--- config.mk ---
export PLATFORM = sky130hd
export DESIGN_NAME = pi_controller_antiwindup_top
export DESIGN_NICKNAME = d
export VERILOG_FILES = /design/src/rtl/core/pica_pkg.sv /design/src/rtl/core/pi_controller_antiwindup_top.sv
export SDC_FILE = /design/constraint.sdc
export NUM_CORES = 2
export LEC_CHECK = 0
export ABC_AREA = 1
export BUFFER_PORTS_ARGS = -buffer_cell sky130_fd_sc_hd__buf_2
export CAP_MARGIN = 10
export CORE_ASPECT_RATIO = 0.5
export CORE_UTILIZATION = 43
export CTS_BUF_LIST = sky130_fd_sc_hd__clkbuf_4 sky130_fd_sc_hd__clkbuf_8 sky130_fd_sc_hd__clkbuf_16
export CTS_CLUSTER_DIAMETER = 100
export DETAILED_ROUTE_END_ITERATION = 8
export SETUP_SLACK_MARGIN = 0.15
export SYNTH_ARGS = -nofsm -noshare
export SYNTH_HDL_FRONTEND = slang
export SYNTH_SLANG_ARGS = --single-unit
--- constraint.sdc ---
create_clock -name clk -period 10.75 [get_ports clk]
set_input_delay 1.6125 -clock clk [delete_from_list [all_inputs] [get_ports clk]]
set_output_delay 1.6125 -clock clk [all_outputs]
set_load 0.01 [all_outputs]
--- src/rtl/core/pica_pkg.sv ---
// Package for the PI regulator with back-calculation anti-windup.
// Holds the sequencer states, register and opcode codes, and saturation helpers.
// Depends on nothing.
`timescale 1ns / 1ps

package pica_pkg;

	// Field and port widths
	localparam int VAL_W     = 32;
	localparam int ERR_W     = 16;
	localparam int DT_W      = 16;
	localparam int CFG_IDX_W = 3;
	localparam int S_DATA_W  = 96;
	localparam int S_USER_W  = 2;
	localparam int M_DATA_W  = 64;
	localparam int M_USER_W  = 2;

	// Shared multiplier: 33-bit signed by 17-bit signed
	localparam int MUL_A_W = 33;
	localparam int MUL_B_W = 17;
	localparam int MUL_P_W = MUL_A_W + MUL_B_W;

	// Register indexes on the configuration channel
	localparam logic [CFG_IDX_W-1:0] REG_PROP_GAIN   = 3'd0;
	localparam logic [CFG_IDX_W-1:0] REG_INTEG_GAIN  = 3'd1;
	localparam logic [CFG_IDX_W-1:0] REG_OUT_LOWER   = 3'd2;
	localparam logic [CFG_IDX_W-1:0] REG_OUT_UPPER   = 3'd3;
	localparam logic [CFG_IDX_W-1:0] REG_INTEG_LOWER = 3'd4;
	localparam logic [CFG_IDX_W-1:0] REG_INTEG_UPPER = 3'd5;

	// Opcodes
	localparam logic OP_UPDATE  = 1'b0;
	localparam logic OP_PRELOAD = 1'b1;

	// Full-scale values
	localparam logic signed [VAL_W-1:0] FS_MAX = 32'sh7FFF_FFFF;
	localparam logic signed [VAL_W-1:0] FS_MIN = 32'sh8000_0000;
	localparam logic signed [MUL_P_W-1:0] SAT_HI = 50'sd2147483647;
	localparam logic signed [MUL_P_W-1:0] SAT_LO = -50'sd2147483648;

	// Sequencer states
	typedef enum logic [3:0] {
		ST_IDLE,
		ST_MUL_P,
		ST_MUL_KE,
		ST_MUL_HI,
		ST_MUL_LO,
		ST_INC,
		ST_INTEG,
		ST_OUTPUT,
		ST_BACK,
		ST_DONE
	} state_t;

	// Saturate a wide product or sum to 32 bits
	function automatic logic signed [VAL_W-1:0] sat_wide(input logic signed [MUL_P_W-1:0] v);
		logic signed [VAL_W-1:0] r;
		if (v > SAT_HI) begin
			r = FS_MAX;
		end else if (v < SAT_LO) begin
			r = FS_MIN;
		end else begin
			r = v[VAL_W-1:0];
		end
		return r;
	endfunction

	// Clamp to a limit pair, taking the pair in either order
	function automatic logic signed [VAL_W-1:0] clamp_pair(input logic signed [VAL_W+1:0] v,
			input logic signed [VAL_W-1:0] a, input logic signed [VAL_W-1:0] b);
		logic signed [VAL_W-1:0] lo;
		logic signed [VAL_W-1:0] hi;
		logic signed [VAL_W-1:0] r;
		lo = (a < b) ? a : b;
		hi = (a < b) ? b : a;
		if (v < lo) begin
			r = lo;
		end else if (v > hi) begin
			r = hi;
		end else begin
			r = v[VAL_W-1:0];
		end
		return r;
	endfunction

endpackage

--- src/rtl/core/pi_controller_antiwindup_top.sv ---
// PI regulator with back-calculation anti-windup, sequenced around one multiplier.
// Depends on pica_pkg (states, register codes, saturation functions).
//
// Channel  Direction  Handshake          Payload
// s_*      in         s_tvalid/s_tready  tdata: error_in, step_time, preload_integ,
//                                        preload_out; tuser: opcode, sample_bad
// m_*      out        m_tvalid/m_tready  tdata: drive_out, integ_now; tuser: held, saturated
// cfg_*    in         cfg_valid/cfg_ready  cfg_index, cfg_data (always ready)
//
// An update step runs from accept to result valid through four passes of the
// shared 33x17 multiplier (kp*e, ki*e, then the high and low halves of ki*e times dt),
// then rounding, integral clamp, output clamp and back-calculation, in that order.
// A preload, zero step or bad sample shows its result in the cycle after accept.
// One item at a time: s_tready is high only when no item is in work or waiting.
// Reset clears gains to 0, limits to full scale, integral and last output to 0.
`timescale 1ns / 1ps

module pi_controller_antiwindup_top (
	input  logic                              clk,
	input  logic                              arst_n,
	input  logic                              s_tvalid,
	output logic                              s_tready,
	// [15:0] error_in, [31:16] step_time, [63:32] preload_integ, [95:64] preload_out
	input  logic [pica_pkg::S_DATA_W-1:0]     s_tdata,
	// [0] opcode, [1] sample_bad
	input  logic [pica_pkg::S_USER_W-1:0]     s_tuser,
	output logic                              m_tvalid,
	input  logic                              m_tready,
	// [31:0] drive_out, [63:32] integ_now
	output logic [pica_pkg::M_DATA_W-1:0]     m_tdata,
	// [0] held, [1] saturated
	output logic [pica_pkg::M_USER_W-1:0]     m_tuser,
	input  logic                              cfg_valid,
	output logic                              cfg_ready,
	input  logic [pica_pkg::CFG_IDX_W-1:0]    cfg_index,
	input  logic [pica_pkg::VAL_W-1:0]        cfg_data
);

	import pica_pkg::*;

	state_t state_q, state_d;

	// Configuration and controller state
	logic signed [VAL_W-1:0] prop_gain_q, integ_gain_q;
	logic signed [VAL_W-1:0] out_lower_q, out_upper_q, integ_lower_q, integ_upper_q;
	logic signed [VAL_W-1:0] integ_acc_q, last_drive_q;
	logic                    held_q, sat_q;

	// Working registers
	logic signed [ERR_W-1:0]   err_q;
	logic [DT_W-1:0]           dt_q;
	logic signed [MUL_P_W-1:0] mul_q;
	logic signed [VAL_W-1:0]   p_q;
	logic [15:0]               ke_lo_q;
	logic signed [47:0]        hi_q;
	logic signed [VAL_W-1:0]   inc_q, it_q;
	logic signed [VAL_W+1:0]   back_q;

	logic signed [MUL_A_W-1:0] mul_a;
	logic signed [MUL_B_W-1:0] mul_b;
	logic signed [MUL_P_W-1:0] mul_p;

	logic                    s_acc, cfg_acc, in_op, in_bad;
	logic signed [ERR_W-1:0] in_err;
	logic [DT_W-1:0]         in_dt;
	logic signed [VAL_W-1:0] in_pi, in_po;
	logic signed [VAL_W-1:0] omin, omax;
	logic [16:0]             rnd;
	logic signed [MUL_P_W-1:0] inc_sum;
	logic signed [VAL_W+1:0] o_sum;

	assign in_op   = s_tuser[0];
	assign in_bad  = s_tuser[1];
	assign in_err  = s_tdata[15:0];
	assign in_dt   = s_tdata[31:16];
	assign in_pi   = s_tdata[63:32];
	assign in_po   = s_tdata[95:64];
	assign s_acc   = s_tvalid && s_tready;
	assign cfg_ready = 1'b1;
	assign cfg_acc = cfg_valid && cfg_ready;

	assign m_tdata = {integ_acc_q, last_drive_q};
	assign m_tuser = {sat_q, held_q};

	// Output limits in force, swapped when written in reverse
	assign omin = (out_lower_q < out_upper_q) ? out_lower_q : out_upper_q;
	assign omax = (out_lower_q < out_upper_q) ? out_upper_q : out_lower_q;

	// Select operands for the shared multiplier
	always_comb begin
		mul_a = '0;
		mul_b = '0;
		unique case (state_q)
			ST_MUL_P: begin
				mul_a = MUL_A_W'(prop_gain_q);
				mul_b = MUL_B_W'(err_q);
			end
			ST_MUL_KE: begin
				mul_a = MUL_A_W'(integ_gain_q);
				mul_b = MUL_B_W'(err_q);
			end
			ST_MUL_HI: begin
				mul_a = MUL_A_W'($signed(mul_q[47:16]));
				mul_b = $signed({1'b0, dt_q});
			end
			ST_MUL_LO: begin
				mul_a = $signed({17'd0, ke_lo_q});
				mul_b = $signed({1'b0, dt_q});
			end
			default: begin
				mul_a = '0;
				mul_b = '0;
			end
		endcase
	end

	assign mul_p = mul_a * mul_b;

	// Round the low partial product and add it to the high one
	assign rnd     = 17'((mul_q[31:0] + 33'd32768) >> 16);
	assign inc_sum = MUL_P_W'(hi_q) + $signed({33'd0, rnd});
	assign o_sum   = (VAL_W+2)'(p_q) + (VAL_W+2)'(it_q);

	// Advance the sequencer
	always_ff @(posedge clk or negedge arst_n) begin
		if (!arst_n) begin
			state_q <= ST_IDLE;
		end else begin
			state_q <= state_d;
		end
	end

	always_comb begin
		state_d  = state_q;
		s_tready = 1'b0;
		m_tvalid = 1'b0;
		unique case (state_q)
			ST_IDLE: begin
				s_tready = 1'b1;
				if (s_tvalid) begin
					if (in_op == OP_PRELOAD || in_dt == '0 || in_bad) begin
						state_d = ST_DONE;
					end else begin
						state_d = ST_MUL_P;
					end
				end
			end
			ST_MUL_P:  state_d = ST_MUL_KE;
			ST_MUL_KE: state_d = ST_MUL_HI;
			ST_MUL_HI: state_d = ST_MUL_LO;
			ST_MUL_LO: state_d = ST_INC;
			ST_INC:    state_d = ST_INTEG;
			ST_INTEG:  state_d = ST_OUTPUT;
			ST_OUTPUT: state_d = ST_BACK;
			ST_BACK:   state_d = ST_DONE;
			ST_DONE: begin
				m_tvalid = 1'b1;
				if (m_tready) begin
					state_d = ST_IDLE;
				end
			end
			default: state_d = ST_IDLE;
		endcase
	end

	// Hold configuration and controller state; apply writes, preloads and updates
	always_ff @(posedge clk or negedge arst_n) begin
		if (!arst_n) begin
			prop_gain_q   <= '0;
			integ_gain_q  <= '0;
			out_lower_q   <= FS_MIN;
			out_upper_q   <= FS_MAX;
			integ_lower_q <= FS_MIN;
			integ_upper_q <= FS_MAX;
			integ_acc_q   <= '0;
			last_drive_q  <= '0;
			held_q        <= 1'b0;
			sat_q         <= 1'b0;
		end else begin
			if (cfg_acc) begin
				unique case (cfg_index)
					REG_PROP_GAIN:  prop_gain_q  <= cfg_data;
					REG_INTEG_GAIN: integ_gain_q <= cfg_data;
					REG_OUT_LOWER:  out_lower_q  <= cfg_data;
					REG_OUT_UPPER:  out_upper_q  <= cfg_data;
					REG_INTEG_LOWER: begin
						integ_lower_q <= cfg_data;
						integ_acc_q   <= clamp_pair((VAL_W+2)'(integ_acc_q), cfg_data,
								integ_upper_q);
					end
					REG_INTEG_UPPER: begin
						integ_upper_q <= cfg_data;
						integ_acc_q   <= clamp_pair((VAL_W+2)'(integ_acc_q), integ_lower_q,
								cfg_data);
					end
					default: ;
				endcase
			end
			if (s_acc) begin
				held_q <= (in_op == OP_UPDATE) && (in_dt == '0 || in_bad);
				sat_q  <= 1'b0;
				if (in_op == OP_PRELOAD) begin
					integ_acc_q  <= clamp_pair((VAL_W+2)'(in_pi), integ_lower_q, integ_upper_q);
					last_drive_q <= clamp_pair((VAL_W+2)'(in_po), out_lower_q, out_upper_q);
				end
			end
			// Output clamp with back-calculation of the integral
			if (state_q == ST_OUTPUT) begin
				if (o_sum > omax) begin
					last_drive_q <= omax;
					sat_q        <= 1'b1;
				end else if (o_sum < omin) begin
					last_drive_q <= omin;
					sat_q        <= 1'b1;
				end else begin
					last_drive_q <= o_sum[VAL_W-1:0];
				end
			end
			if (state_q == ST_BACK) begin
				integ_acc_q <= clamp_pair(back_q, integ_lower_q, integ_upper_q);
			end
		end
	end

	// Datapath registers of the update sequence
	always_ff @(posedge clk) begin
		if (s_acc) begin
			err_q <= in_err;
			dt_q  <= in_dt;
		end
		unique case (state_q)
			ST_MUL_P: mul_q <= mul_p;
			ST_MUL_KE: begin
				p_q   <= sat_wide(mul_q);
				mul_q <= mul_p;
			end
			ST_MUL_HI: begin
				ke_lo_q <= mul_q[15:0];
				mul_q   <= mul_p;
			end
			ST_MUL_LO: begin
				hi_q  <= mul_q[47:0];
				mul_q <= mul_p;
			end
			ST_INC:   inc_q <= sat_wide(inc_sum);
			ST_INTEG: it_q  <= clamp_pair((VAL_W+2)'(integ_acc_q) + (VAL_W+2)'(inc_q),
					integ_lower_q, integ_upper_q);
			ST_OUTPUT: begin
				if (o_sum > omax) begin
					back_q <= (VAL_W+2)'(omax) - (VAL_W+2)'(p_q);
				end else if (o_sum < omin) begin
					back_q <= (VAL_W+2)'(omin) - (VAL_W+2)'(p_q);
				end else begin
					back_q <= (VAL_W+2)'(it_q);
				end
			end
			default: ;
		endcase
	end

	// Checks on sequencing and on the stored values
	a_one_side: assert property (@(posedge clk) disable iff (!arst_n)
		!(s_tready && m_tvalid))
		else $error("input ready while a result is pending");

	a_held_not_sat: assert property (@(posedge clk) disable iff (!arst_n)
		m_tvalid |-> !(m_tuser[0] && m_tuser[1]))
		else $error("held and saturated both set");

	a_sat_at_limit: assert property (@(posedge clk) disable iff (!arst_n)
		(m_tvalid && m_tuser[1]) |-> (last_drive_q == omin || last_drive_q == omax))
		else $error("saturated output not at a limit");

	a_integ_in_range: assert property (@(posedge clk) disable iff (!arst_n)
		m_tvalid |-> ((integ_acc_q >= integ_lower_q && integ_acc_q <= integ_upper_q) ||
			(integ_acc_q >= integ_upper_q && integ_acc_q <= integ_lower_q)))
		else $error("integral outside its limits");

	a_back_to_done: assert property (@(posedge clk) disable iff (!arst_n)
		(state_q == ST_BACK) |=> m_tvalid)
		else $error("result not presented after back-calculation");

endmodule
# Word level (Yosys, flattened, before mapping)

Index checks and enable logic that the tools add are counted.

Flip-flop bits (word level): 538
Bits of input ports: 138
Bits in writable memories: 0
ROM bits: 0
Latch bits: 0
Output and inout bits: 69
Memories: 0

Magnitude comparators: 22
Eq/ne operators: 16
$mul: 1
Bitwise gates (word level): 1
Divide/modulo/power cells: 0
Shifts and indexed selects: 0
$add $sub $neg: 6
Muxes and demuxes: 46
Reduce and logical (&&, ||, !) cells: 21

Operators with widths:

| kind                     | number |
|---|---|
| $mux W32                 | 31 |
| $lt A32 B32 Y1           | 8 |
| $pmux W33 S4             | 1 |
| $gt A32 B32 Y1           | 4 |
| $mux W34                 | 2 |
| $add A32 B32 Y33         | 2 |
| $gt A33 B32 Y1           | 2 |
| $lt A33 B32 Y1           | 2 |
| $sub A32 B32 Y33         | 2 |
| $pmux W32 S2             | 1 |
| $gt A50 B32 Y1 const B   | 1 |
| $lt A50 B32 Y1 const B   | 1 |
| $mul A33 B17 Y50         | 1 |
| $add A48 B18 Y49         | 1 |
| $gt A49 B32 Y1 const B   | 1 |
| $lt A49 B32 Y1 const B   | 1 |
| $pmux W4 S10             | 1 |
| $gt A34 B32 Y1           | 1 |
| $lt A34 B32 Y1           | 1 |
| $pmux W17 S2             | 1 |
| $add A32 B16 Y33 const B | 1 |
| $eq A4 B3 Y1 const B     | 4 |
| $logic_not A16 Y1        | 1 |
| $reduce_and A2 Y1        | 8 |
| other kinds (17)         | 34 |

# Logic depth before layout (Yosys ltp)

Depth in word-level cells: 10
Mapped depth: 44

# Worst setup path before layout

Ideal clock, no wire load.

Path kind: reg2reg
Start point: register state_q[0]
End point: register mul_q[47], data pin
Stages on the path, launching flop included: 32
Data arrival time: 8,356 ps
Buffers on the path: 2
Library setup time: 264 ps
Path slack: 2,130 ps
Cells stage by stage: dfrtp_1 > nor2_1 > inv_1 > nor2_1 > clkbuf_1 > nand2_1 > nand4_1 > clkbuf_1 > nand2_1 > fa_1 > fa_1 > fa_1 > fa_1 > inv_1 > fa_1 > inv_1 > fa_1 > inv_1 > ha_1 > a21oi_1 > a21boi_1 > o21ai_1 > a21boi_0 > o21ai_1 > nand3_1 > nand2_1 > a21boi_1 > nor3_1 > nor2_1 > o21ai_2 > a31oi_1 > xor2_1

Longest elaborated chain between the ends: 4
Elaborated cells on any way between the ends: 9
Classes of those cells: mul: 1; eq/ne: 4; mux: 2; reduce/logical: 2

Ends and longest elaborated chain:

| element                              | line                                | text |
|---|---|---|
| from (decl)                          | pi_controller_antiwindup_top.sv:41  | `state_t state_q, state_d;` |
| from (signal assigned)               | pi_controller_antiwindup_top.sv:129 | `state_q <= state_d;` |
| $eq A4 B3 Y1 (tied with other cells) | pi_controller_antiwindup_top.sv:93  | `unique case (state_q)` |
| $reduce_or A2 Y1 (no source line)    | n/a                                 |  |
| $pmux W17 S2                         | pi_controller_antiwindup_top.sv:93  |  |
| $mul A33 B17 Y50 *                   | pi_controller_antiwindup_top.sv:117 | `assign mul_p = mul_a * mul_b;` |
| net mul_p[47]                        | pi_controller_antiwindup_top.sv:61  | `logic signed [MUL_P_W-1:0] mul_p;` |
| to (signal assigned)                 | pi_controller_antiwindup_top.sv:232 | `ST_MUL_P: mul_q <= mul_p;` |
| to (signal assigned)                 | pi_controller_antiwindup_top.sv:235 | `mul_q <= mul_p;` |
| to (signal assigned)                 | pi_controller_antiwindup_top.sv:239 | `mul_q <= mul_p;` |
| to (decl)                            | pi_controller_antiwindup_top.sv:52  | `logic signed [MUL_P_W-1:0] mul_q;` |

The timed path passes the listed nets; every way through them passes the cells marked *.
A chain may end at the register's enable or synchronous reset.

# Worst setup path after layout

Start point: register state_q[2]
End point: register mul_q[47], data pin

Same word-level chain as after synthesis.

==> impl_metrics.prom <==
# TYPE chip_impl_metric gauge
chip_impl_metric{name="utilization",unit="%"} 46.8
chip_impl_info{name="worst-setup-path-type",value="flip-flop to flip-flop"} 1
chip_impl_metric{name="detail-route-antenna-nets",unit=""} 0
chip_impl_metric{name="cts_hold_buf",unit=""} 0
chip_impl_metric{name="path_depth_of_the_worst_reg2reg_path",unit=""} 33
chip_impl_metric{name="die-height",unit="um"} 284
chip_impl_metric{name="maximum_number_of_pins_on_one_net_before_global_route_repair",unit=""} 150
chip_impl_metric{name="nNetsFinal",unit=""} 10576
chip_impl_metric{name="vias_per_cell",unit=""} 5.60
chip_impl_info{name="clock-root-buffer",value="sky130_fd_sc_hd__clkbuf_16"} 1
chip_impl_metric{name="num_io_pins",unit=""} 207
chip_impl_metric{name="bufs_on_longest_clock_path",unit=""} 3
chip_impl_metric{name="clock_insertion_delay_worst_skew",unit="ns"} 0.72
chip_impl_metric{name="slew_violations",unit=""} 0
chip_impl_metric{name="cts-buffers-inserted",unit=""} 58
chip_impl_metric{name="mappedNetlistNets",unit=""} 10524
chip_impl_metric{name="number_of_antenna_violations_at_the_first_check_in_global_routing",unit=""} 29
chip_impl_info{name="worstReg2RegEnd",value="mul_q[47]"} 1
chip_impl_metric{name="synthesis.instances",unit=""} 9022
chip_impl_metric{name="finalSetupViolations",unit=""} 0
chip_impl_metric{name="drt_pre_antenna_iters",unit=""} 6
chip_impl_info{name="hp-class",value="flip-flop to flip-flop"} 1
chip_impl_info{name="worst_setup_path_startpoint",value="state_q[2]"} 1
chip_impl_metric{name="first_global_vias",unit=""} 59565
chip_impl_info{name="most_frequently_used_flop_master_after_synthesis",value="sky130_fd_sc_hd__edfxtp_1"} 1
chip_impl_info{name="outcome",value="completed"} 1
chip_impl_metric{name="met3_wire_length",unit="um"} 23900
chip_impl_metric{name="rows",unit=""} 103
chip_impl_metric{name="max_cap_violations",unit=""} 0
chip_impl_metric{name="finalHoldViolCount",unit=""} 0
chip_impl_info{name="worst_setup_path_end_kind",value="flip-flop"} 1
chip_impl_metric{name="fillerInstances",unit=""} 15907
chip_impl_metric{name="grt_pass1_wl",unit="um"} 374000
chip_impl_metric{name="route.layer.met1.wl",unit="um"} 111000
chip_impl_metric{name="detailed_place.area",unit="sq um"} 71800
chip_impl_metric{name="mappedNetlistArea",unit="sq um"} 68400
chip_impl_metric{name="worst_path_largest_cell_delay",unit="ns"} 0.94
chip_impl_metric{name="largest_reg_flops",unit=""} 50
chip_impl_metric{name="count_of_flip_flops_with_a_built_in_enable_after_synthesis",unit=""} 275
chip_impl_metric{name="post_route_cells_drive_above_1_share",unit="%"} 6.66
chip_impl_metric{name="required_time_at_the_endpoint_of_the_critical_path",unit="ns"} 11.17
chip_impl_metric{name="layout_min_cycle_time",unit="ns"} 9.25
chip_impl_metric{name="synth-seq-cells",unit=""} 537
chip_impl_info{name="most-common-layout-cells",value="sky130_fd_sc_hd__nand2_1 (2172), sky130_fd_sc_hd__inv_1 (1401), sky130_fd_sc_hd__o21ai_0 (868), sky130_fd_sc_hd__ha_1 (832), sky130_fd_sc_hd__fa_1 (532)"} 1
chip_impl_info{name="critPathLaunchType",value="flip-flop"} 1
chip_impl_metric{name="totalWireLength",unit="um"} 249000
chip_impl_info{name="synth_largest_area_cell",value="sky130_fd_sc_hd__fa_1"} 1
chip_impl_metric{name="drc",unit=""} 0
chip_impl_metric{name="worst_setup_hold_path_clk_slew",unit="ns"} 0.07
chip_impl_info{name="rsz0062_at_grt",value="false"} 1
chip_impl_info{name="cts_tree",value="yes"} 1
chip_impl_metric{name="synthDominantCellAreaShare",unit="%"} 15.6
chip_impl_metric{name="postSynthAreaPerCell",unit="sq um"} 7.58
chip_impl_metric{name="cts_num_sinks",unit=""} 537
chip_impl_metric{name="die_area",unit="sq um"} 161000
chip_impl_metric{name="slew_headroom",unit="%"} 12.9
chip_impl_metric{name="routed-via-count",unit=""} 62930
chip_impl_metric{name="wl_met2",unit="um"} 105000
chip_impl_metric{name="rrSetupSlack",unit="ns"} 1.50
chip_impl_metric{name="cts_max_level",unit=""} 2
chip_impl_info{name="top_layer",value="met5"} 1
chip_impl_metric{name="place_congestion",unit=""} 0.983
chip_impl_info{name="critical_path.slowest_cell",value="sky130_fd_sc_hd__nor2_2"} 1
chip_impl_metric{name="critPathArrivalTime",unit="ns"} 9.67
chip_impl_metric{name="yosysUniqueCellTypes",unit=""} 77
chip_impl_metric{name="detail_route.iter0.violations",unit=""} 6348
chip_impl_metric{name="tightestPinTransition",unit="ns"} 1.29
chip_impl_metric{name="post_cts.repair.setup_buffers",unit=""} 0
chip_impl_metric{name="ys_seq_area_share",unit="%"} 21.8
chip_impl_info{name="layout.cells.most_common",value="sky130_fd_sc_hd__nand2_1"} 1
chip_impl_metric{name="final_cell_area",unit="sq um"} 73900
chip_impl_metric{name="post_cts.resized_instances",unit=""} 0
chip_impl_metric{name="die_x",unit="um"} 566
chip_impl_metric{name="detailedPlacementHpwl",unit="um"} 201000
chip_impl_metric{name="worstPathMaxFanout",unit=""} 19
chip_impl_metric{name="yosys_warnings",unit=""} 0
chip_impl_metric{name="fin_setup_tns",unit="ns"} 0
chip_impl_info{name="biggestRegsByFlops",value="mul_q: 50 flops, hi_q: 48 flops, back_q: 33 flops"} 1
chip_impl_metric{name="core_region_area",unit="sq um"} 158000
chip_impl_metric{name="ys_async_sr_fraction",unit="%"} 48.8
chip_impl_metric{name="drt-wirelength-per-cell",unit="um"} 22.2
chip_impl_metric{name="max_freq",unit="MHz"} 108
chip_impl_metric{name="storage_element_area",unit="sq um"} 14900
chip_impl_metric{name="post-route-period-util",unit="%"} 86.1
chip_impl_metric{name="area_growth",unit="%"} 8.00
chip_impl_metric{name="multiInputGateArea",unit="sq um"} 46900
chip_impl_metric{name="globalRouteOverflowTotal",unit=""} 0
chip_impl_metric{name="gr-usage-all-layers",unit="%"} 30.5
chip_impl_metric{name="io_buffer_count",unit=""} 205
chip_impl_info{name="regMostFlops",value="mul_q"} 1
chip_impl_info{name="regToRegStartpoint",value="state_q[2]"} 1
chip_impl_metric{name="initial_cell_density_of_the_core",unit="%"} 43.3
chip_impl_info{name="synth_area_leaders",value="sky130_fd_sc_hd__fa_1 (16%), sky130_fd_sc_hd__ha_1 (15%), sky130_fd_sc_hd__edfxtp_1 (12%)"} 1
chip_impl_metric{name="fin_skew",unit="ns"} 0.0410
chip_impl_info{name="worst_setup_path_endpoint",value="mul_q[47]"} 1
-- cells by family (layout without fill, tap and decap cells) --
kind of cell	count (synthesis)	count (layout)	synth area share, %
other	1	17	0.00548
adders and majority gates	1364	1364	30.8
and+or+nand+nor	3332	3332	20.2
xor gates and xnor gates	219	219	2.82
buffers and inverters	1784	1886	10.0
AOI/OAI and AO/OA	1785	1785	14.4
DFF	537	537	21.8
-- layer usage --
metal,global-route usage (%),vias to the layer above
met5,0,-
met4,9.99,8
met3,5.60,401
met2,46.1,2693
met1,43.8,30121
li1,-,29707
-- how the worst min path moves through the flow --
stage / startpoint / endpoint / depth (start not counted)
final: sat_q / sat_q / 2
after global routing: prop_gain_q[18] / prop_gain_q[18] / 2
after CTS: sat_q / sat_q / 2
after detailed placement: sat_q / sat_q / 2
after global placement: sat_q / sat_q / 2
after floorplan: mul_q[0] / hi_q[0] / 0
-- layout make-up --
| class | count | share of cell area, % |
|---|---|---|
| multi-input combinational | 6701 | 63.5 |
| sequential | 537 | 20.2 |
| inverter | 1453 | 7.38 |
| tap | 2100 | 3.56 |
| timing repair buffer | 323 | 2.62 |
| clock buffer | 71 | 2.15 |
| clock inverter | 39 | 0.581 |
| antenna | 16 | 0.0542 |
-- synthesized netlist by cell type (94+ instances only) --
master                     instances
sky130_fd_sc_hd__o21ai_0         869
sky130_fd_sc_hd__nor2_1          414
sky130_fd_sc_hd__clkbuf_1        253
sky130_fd_sc_hd__nand4_1          94
sky130_fd_sc_hd__dfrtp_1         198
sky130_fd_sc_hd__inv_1          1402
sky130_fd_sc_hd__nand2_1        2179
sky130_fd_sc_hd__a21oi_1         520
sky130_fd_sc_hd__xor2_1          140
sky130_fd_sc_hd__ha_1            832
sky130_fd_sc_hd__o211ai_1         94
sky130_fd_sc_hd__nand3_1         480
sky130_fd_sc_hd__edfxtp_1        275
sky130_fd_sc_hd__fa_1            532
-- worst max-delay path, delay by kind of cell (launching register included) --
kind	cells	cell delay [ns]
AND/OR/NAND/NOR	8	1.78
AO/OA/AOI/OAI	9	1.82
XOR/XNOR	1	0.10
adder cells (fa/ha/maj)	7	3.48
buffers and inverters	8	1.37
flip-flops	1	0.41
-- metrics by stage --
step / setup WS [ns] / hold slack [ns] / cells
floorplan: 2.13 / 0.445 / 9022
global placement: 1.75 / 0.462 / 11114
detailed placement: 1.60 / 0.467 / 11114
CTS: 1.59 / 0.484 / 11224
global route: 0.996 / 0.503 / 11234
finish: 1.50 / 0.482 / 11240
Power is not shown: default switching activity piles up to over one toggle a cycle in this logic, so the estimate is an artifact.
